$ cat config.mk
export PLATFORM = sky130hd
export DESIGN_NAME = x86_integer_alu_with_flags_unit
export DESIGN_NICKNAME = d
export VERILOG_FILES = /design/src/rtl/xalu_pkg.sv /design/src/rtl/x86_integer_alu_with_flags_unit.sv /design/src/rtl/xalu_core.sv
export VERILOG_INCLUDE_DIRS = /design/src /design/src/rtl
export SDC_FILE = /design/constraint.sdc
export NUM_CORES = 1
export LEC_CHECK = 0
export ABC_AREA = 1
export BUFFER_PORTS_ARGS = -buffer_cell sky130_fd_sc_hd__buf_2
export CORE_UTILIZATION = 43
export DETAILED_ROUTE_END_ITERATION = 7
export PLACE_DENSITY = 0.69
export SYNTH_ARGS = -nofsm -noshare
export SYNTH_HDL_FRONTEND = slang
export SYNTH_HIERARCHICAL = 1
export SYNTH_SLANG_ARGS = --single-unit
$ cat constraint.sdc
create_clock -name i_clk -period 4.8 [get_ports i_clk]
set_clock_uncertainty 0.1 [all_clocks]
set_input_delay 0.24 -clock i_clk [delete_from_list [all_inputs] [get_ports i_clk]]
set_output_delay 0.24 -clock i_clk [all_outputs]
set_load 0.01 [all_outputs]
$ cat src/rtl/assert_macros.svh
// assertion macros used by the alu top level module
// no dependencies; expects i_clk and i_rst_n in the including module
`ifndef ASSERT_MACROS_SVH
`define ASSERT_MACROS_SVH

// same-cycle implication
`define ASSERT_SAME(label, ante, cons) \
    label: assert property (@(posedge i_clk) disable iff (!i_rst_n) (ante) |-> (cons)) \
        else $error("assertion failed");

// next-cycle implication
`define ASSERT_NEXT(label, ante, cons) \
    label: assert property (@(posedge i_clk) disable iff (!i_rst_n) (ante) |=> (cons)) \
        else $error("assertion failed");

`endif

$ cat src/rtl/xalu_pkg.sv
// package for the x86 integer alu: opcodes, size codes, flag positions, helpers
// no dependencies
package xalu_pkg;

    localparam logic [2:0] OP_ADD = 3'd0;
    localparam logic [2:0] OP_SUB = 3'd1;
    localparam logic [2:0] OP_INC = 3'd2;
    localparam logic [2:0] OP_DEC = 3'd3;
    localparam logic [2:0] OP_AND = 3'd4;
    localparam logic [2:0] OP_OR  = 3'd5;
    localparam logic [2:0] OP_XOR = 3'd6;
    localparam logic [2:0] OP_NOT = 3'd7;

    localparam logic [1:0] SZ_8  = 2'd0;
    localparam logic [1:0] SZ_16 = 2'd1;
    localparam logic [1:0] SZ_32 = 2'd2;
    localparam logic [1:0] SZ_64 = 2'd3;

    localparam int FLAG_CF = 0;
    localparam int FLAG_PF = 1;
    localparam int FLAG_AF = 2;
    localparam int FLAG_ZF = 3;
    localparam int FLAG_SF = 4;
    localparam int FLAG_OF = 5;

    typedef logic [63:0] t_word;
    typedef logic [5:0]  t_flags;

    typedef struct packed {
        t_word  result;
        t_flags flags;
    } t_alu_res;

    function automatic t_word size_mask(input logic [1:0] wc);
        t_word m;
        begin
            unique case (wc)
                SZ_8:    m = 64'h0000_0000_0000_00ff;
                SZ_16:   m = 64'h0000_0000_0000_ffff;
                SZ_32:   m = 64'h0000_0000_ffff_ffff;
                default: m = 64'hffff_ffff_ffff_ffff;
            endcase
            return m;
        end
    endfunction

    function automatic logic bit_at_size(input logic [64:0] v, input logic [1:0] wc);
        logic b;
        begin
            unique case (wc)
                SZ_8:    b = v[8];
                SZ_16:   b = v[16];
                SZ_32:   b = v[32];
                default: b = v[64];
            endcase
            return b;
        end
    endfunction

    function automatic logic sign_of(input t_word v, input logic [1:0] wc);
        logic s;
        begin
            unique case (wc)
                SZ_8:    s = v[7];
                SZ_16:   s = v[15];
                SZ_32:   s = v[31];
                default: s = v[63];
            endcase
            return s;
        end
    endfunction

endpackage

$ cat src/rtl/x86_integer_alu_with_flags_unit.sv
// top level of the x86 integer alu: input register, alu logic, result register
// depends on xalu_pkg, xalu_core and assert_macros.svh
// One transaction per clock is accepted and one result per clock is delivered while
// i_out_stall is low. An accepted transaction passes through the input register, the alu
// logic and the result register before o_out_valid rises with its result. The operation
// carries its own flags, so transactions are independent. o_in_stall rises only when both
// registers hold data and i_out_stall is high; an empty input register can still take one
// transaction while a finished result waits.
`include "assert_macros.svh"

module x86_integer_alu_with_flags_unit (
    input  logic        i_clk,
    input  logic        i_rst_n,
    input  logic        i_in_valid,
    output logic        o_in_stall,
    input  logic [2:0]  i_op,
    input  logic [1:0]  i_width_code,
    input  logic [63:0] i_operand_a,
    input  logic [63:0] i_operand_b,
    input  logic [5:0]  i_flags_in,
    output logic        o_out_valid,
    input  logic        i_out_stall,
    output logic [63:0] o_result,
    output logic [5:0]  o_flags_out
);

    logic                r_in_valid;
    logic [2:0]          r_op;
    logic [1:0]          r_width_code;
    logic [63:0]         r_operand_a;
    logic [63:0]         r_operand_b;
    logic [5:0]          r_flags_in;
    logic                r_out_valid;
    xalu_pkg::t_alu_res  r_res;
    xalu_pkg::t_alu_res  n_res;
    logic                out_adv;
    logic                in_adv;

    assign out_adv    = !r_out_valid || !i_out_stall;
    assign in_adv     = !r_in_valid || out_adv;
    assign o_in_stall = !in_adv;

    xalu_core u_core (
        .i_op         (r_op),
        .i_width_code (r_width_code),
        .i_operand_a  (r_operand_a),
        .i_operand_b  (r_operand_b),
        .i_flags_in   (r_flags_in),
        .o_res        (n_res)
    );

    always_ff @(posedge i_clk) begin
        if (!i_rst_n) begin
            r_in_valid  <= 1'b0;
            r_out_valid <= 1'b0;
        end else begin
            if (in_adv) begin
                r_in_valid <= i_in_valid;
            end
            if (out_adv) begin
                r_out_valid <= r_in_valid;
            end
        end
    end

    always_ff @(posedge i_clk) begin
        if (in_adv && i_in_valid) begin
            r_op         <= i_op;
            r_width_code <= i_width_code;
            r_operand_a  <= i_operand_a;
            r_operand_b  <= i_operand_b;
            r_flags_in   <= i_flags_in;
        end
        if (out_adv && r_in_valid) begin
            r_res <= n_res;
        end
    end

    assign o_out_valid = r_out_valid;
    assign o_result    = r_res.result;
    assign o_flags_out = r_res.flags;

    `ASSERT_SAME(a_stall_only_when_full, o_in_stall, r_in_valid && r_out_valid && i_out_stall)
    `ASSERT_NEXT(a_accept_fills_input, i_in_valid && !o_in_stall, r_in_valid)
    `ASSERT_NEXT(a_input_moves_to_output, r_in_valid && !i_out_stall, o_out_valid)
    `ASSERT_NEXT(a_not_keeps_flags, r_in_valid && out_adv && (r_op == xalu_pkg::OP_NOT),
                 o_flags_out == $past(r_flags_in))

endmodule

$ cat src/rtl/xalu_core.sv
// result and flag logic for one operation
// depends on xalu_pkg
module xalu_core (
    input  logic [2:0]         i_op,
    input  logic [1:0]         i_width_code,
    input  logic [63:0]        i_operand_a,
    input  logic [63:0]        i_operand_b,
    input  logic [5:0]         i_flags_in,
    output xalu_pkg::t_alu_res o_res
);

    xalu_pkg::t_word  mask;
    xalu_pkg::t_word  a;
    xalu_pkg::t_word  b;
    xalu_pkg::t_word  r;
    logic [64:0]      sum;
    logic [64:0]      diff;
    logic             is_arith;
    logic             is_incdec;
    logic             cf;
    logic             af;
    logic             of;
    xalu_pkg::t_flags f;

    always_comb begin
        mask      = xalu_pkg::size_mask(i_width_code);
        a         = i_operand_a & mask;
        is_incdec = (i_op == xalu_pkg::OP_INC) || (i_op == xalu_pkg::OP_DEC);
        is_arith  = (i_op == xalu_pkg::OP_ADD) || (i_op == xalu_pkg::OP_SUB) || is_incdec;
        b         = is_incdec ? 64'd1 : (i_operand_b & mask);
        sum       = {1'b0, a} + {1'b0, b};
        diff      = {1'b0, a} - {1'b0, b};
        cf        = 1'b0;
        of        = 1'b0;
        unique case (i_op)
            xalu_pkg::OP_ADD, xalu_pkg::OP_INC: begin
                r  = sum[63:0] & mask;
                cf = xalu_pkg::bit_at_size(sum, i_width_code);
                of = xalu_pkg::sign_of((a ^ r) & (b ^ r), i_width_code);
            end
            xalu_pkg::OP_SUB, xalu_pkg::OP_DEC: begin
                r  = diff[63:0] & mask;
                cf = diff[64];
                of = xalu_pkg::sign_of((a ^ b) & (a ^ r), i_width_code);
            end
            xalu_pkg::OP_AND: r = a & b;
            xalu_pkg::OP_OR:  r = a | b;
            xalu_pkg::OP_XOR: r = a ^ b;
            default:          r = ~a & mask;
        endcase
        af = a[4] ^ b[4] ^ r[4];

        f = i_flags_in;
        if (i_op != xalu_pkg::OP_NOT) begin
            f[xalu_pkg::FLAG_PF] = ~^r[7:0];
            f[xalu_pkg::FLAG_ZF] = (r == 64'd0);
            f[xalu_pkg::FLAG_SF] = xalu_pkg::sign_of(r, i_width_code);
            f[xalu_pkg::FLAG_OF] = of;
            if (!is_incdec) begin
                f[xalu_pkg::FLAG_CF] = cf;
            end
            if (is_arith) begin
                f[xalu_pkg::FLAG_AF] = af;
            end
        end
        o_res.result = r;
        o_res.flags  = f;
    end

endmodule
==> summary.md <==
| Metric | Value |
|---|---|
| Run status | `finished, violations left` |
| Failing checks | `negative setup slack` |
| Total power | `6960 uW` |
| Sink Count | `211` |
| Pwr dens | `236 mW/mm^2` |
| #FFs+latches synth | `211` |
| Die area | `roughly 0.056 sq mm` |
| H-tree levels | `1` |
| Num rows | `85` |
| Final Setup Violations | `1` |
| Lkg Pwr | `0.0162 uW` |
| Pin count of the biggest net entering global routing | `78` |
| Fillers | `5512` |
| Die width | `about 240 um` |
| CTS root buf | `clkbuf_16` |
| First drt pass iteration count | `6` |
| Yosys warnings | `6` |
| Avg Cell Area, Syn | `around 6.2 sq um` |
| Via count | `~27k` |
| Detailed Route WL | `between 100000 and 150000 um` |
| Worst VDD drop | `0.381 mV` |
| Clock Path Buffers | `3` |
| Reg-to-Reg End | `o_flags_out[3]` |
| Hold Path Sink | `r_operand_a[33]` |
| Reg-to-reg slack, setup | `-9 ps` |
| Drc violations | `0` |
| Final nets | `4667` |
| Core ar. | `0.0541 sq mm` |
| RePlAce Congestion | `1.08` |
| Reg clk slew, reported paths | `70 ps` |
| Reg2reg start | `r_op[1]` |
| Final period util | `1.00` |
| Clk Latency, worst-skew pair | `roughly 600 ps` |
| DP HPWL | `91400 um` |
| CP Data Required Time | `approximately 5200 ps` |
| Minimum clock period | `roughly 4800 ps` |
| FF-to-FF path depth | `24` |
| Initial detailed-routing violation count | `around 3.2k` |
| Starting density of the core | `0.437` |
| Vias in the first global route | `around 25k` |
| Routed len/inst | `between 20 and 25 um` |
| Most common cell after layout, fill and taps aside | `nand2_1` |
| Ys flop type | `edfxtp_1` |
| Die span in y | `237 um` |
| Unrepaired setup endpoints after global routing | `yes` |
| Routed Antenna Nets | `0` |
| Type of origin of the critical path | `flip-flop` |
| Max Slew Vio Count | `0` |
| CTS tree | `done` |
| Boundary Pins | `between 200 and 250` |
| Syn Inst Count | `3796` |
| Area growth, synth to finish | `24.4%` |
| Post-Syn Area | `between 0.02 and 0.025 sq mm` |
| Max_cap viols | `0` |
| I/O Buffers | `between 200 and 250` |
| Final WS setup | `-8.74 ps` |
| CP Class | `flip-flop to flip-flop` |
| Worst setup EP type | `flip-flop` |
| Placed cells | `between 4k and 5k` |
| Synth cell types | `52` |
| Commonest cells after routing, fill and taps aside | `nand2_1, inv_1, nand3_1` |
| Slew margin rel. | `0.317` |
| Final hold violation count | `0` |
| F_max | `208 MHz` |
| Post-synth EDFFs | `209` |
| Least-Margin Pin Slew | `1020 ps` |
| CTS buffer count | `24` |
| GRT Total Usage | `0.391` |
| WP data arrival | `slightly above 5000 ps` |
| Antenna violations before repair | `4` |
| Via density | `5.34` |
| Worst hold path class | `input port to flip-flop` |
| Global route overflow | `0` |
| First-pass GRT wire length | `approximately 160000 um` |
| Post-synth net total | `around 4.1k` |
| Highest net fanout along the worst path | `24` |
| Non-Filler Instances | `between 5k and 6k` |
| Share of layout cells above drive strength 1 | `0.158` |
| Sequential fraction of the synthesis area | `0.267` |
| Hold depth | `3` |
| Ys async rst share | `0` |
| Hold Startpoint | `i_in_valid` |
## where the power goes
part	total, uW	leakage, uW	internal (uW)	switching (uW)
clock	1960	0.000399	1120	837
sequential	2220	0.00206	2170	45.1
combinational	2790	0.0138	936	1850
total	6960	0.0162	4230	2730
## state kept, by name (all words and copies together), names as in the netlist
name / count
o_result: 64
r_operand_a: 64
r_operand_b: 64
o_flags_out: 6
r_flags_in: 6
r_op: 3
r_width_code: 2
o_out_valid: 1
r_in_valid: 1
## cells by family (layout without fill, tap and decap cells)
group | Yosys count | in the layout | share of synthesized area
xor gates and xnor gates | 8 | 8 | 0.00296
buffers and inverters | 927 | 1466 | 0.157
adders and majority gates | 207 | 207 | 0.110
and+or+nand+nor | 2128 | 2128 | 0.382
AOI/OAI and AO/OA | 315 | 315 | 0.0811
DFF | 211 | 211 | 0.267
other | 0 | 2 | 0
## per-stage QoR
step           utilization  hold WS [ps]  instance area (sq um)  setup WS [ps]  setup TNS [ps]
6_report             0.544           230                  29500          -8.74           -8.74
5_1_grt              0.544           237                  29500          -21.3           -21.3
4_1_cts              0.541           201                  29300           5.20               0
3_5_place_dp         0.498           318                  27000           -547            -547
3_3_place_gp         0.498           317                  27000           -509            -509
2_1_floorplan            -           239                  23700            400               0
## repair_timing
| action | CTS | global route |
|---|---|---|
| resized for setup | 9 | 48 |
| hold buffers | 142 | 0 |
| endpoints found under the hold margin | 149 | 0 |
| endpoints found under the setup margin | 1 | 3 |
| setup buffers | 0 | 2 |
| gates cloned | 0 | 1 |
| pin swaps | 0 | 2 |
## area by class of cell
cell class / instances / area [sq um] / area share
flip-flops and latches: 211 / 6320 / 0.214
repair buffers: 611 / 4520 / 0.154
clock inverters: 15 / 190 / 0.00646
well taps: 696 / 871 / 0.0296
diodes: 2 / 5.00 / 0.000170
multi-input cells: 2658 / 13900 / 0.471
clock buffers: 29 / 639 / 0.0217
inverters: 811 / 3050 / 0.103
## routing by layer
layer,vias up,share of wire,global-route usage
met5,-,0.00024,0
met4,4,0.033,0.116
met3,164,0.11,0.0802
met2,1382,0.40,0.569
met1,12500,0.45,0.577
li1,12900,-,-
## worst max path at each step
stage,startpoint,end,cells past startpoint
floorplan,r_in_valid,o_flags_out[0],2
global placement,r_op[1],o_flags_out[3],24
detailed placement,r_op[1],o_flags_out[3],24
CTS,r_op[1],o_flags_out[3],21
global route,r_width_code[1],o_flags_out[3],25
finish,r_op[1],o_flags_out[3],24
## Yosys cell counts, types with 3 or more instances
cell      instances  area [sq um]
buf_1            10          37.5
inv_2            14          52.6
edfxtp_1        209          6280
clkinv_1          3          11.3
nand2_2          20           125
nor2_1          350          1310
nand4_1          66           413
or2_2            12          75.1
and2_1            6          37.5
nor2_2           34           213
o21ai_0          59           295
o21a_1            3          22.5
a211oi_1         10          75.1
buf_2            31           155
o21bai_1         24           180
buf_4            21           158
inv_1           794          2980
nor2_4            3          33.8
xor2_1            6          52.6
clkbuf_1         37           139
a221oi_1         37           324
o22ai_1          23           144
nor3_1           19          95.1
nand4_2           3          37.5
ha_1            205          2560
o211ai_1          4          30.0
nand3_2          14           140
nand2_1        1230          4620
a21oi_1         130           651
nor3_2           16           160
a21oi_2           6          52.6
nand3_1         350          1750
buf_6            17           191
## worst max-delay path, cell delays in order (launching register included)
cell,delay [ps]
edfxtp_1,420
clkinv_1,90
nor2_2,60
inv_2,170
buf_12,230
nand3_1,180
ha_1,610
nand2_1,210
nor2_1,200
buf_4,150
nand2_1,160
nor4_4,450
nand2_2,200
nand2_1,110
nand2_1,50
nand3_1,60
nand3_1,80
buf_4,180
nand2_1,150
nand2_1,150
nor2_1,120
nand2_1,110
nor3_4,260
nand2_1,90
nand2_1,60
Power figures use the tool's default switching activity.
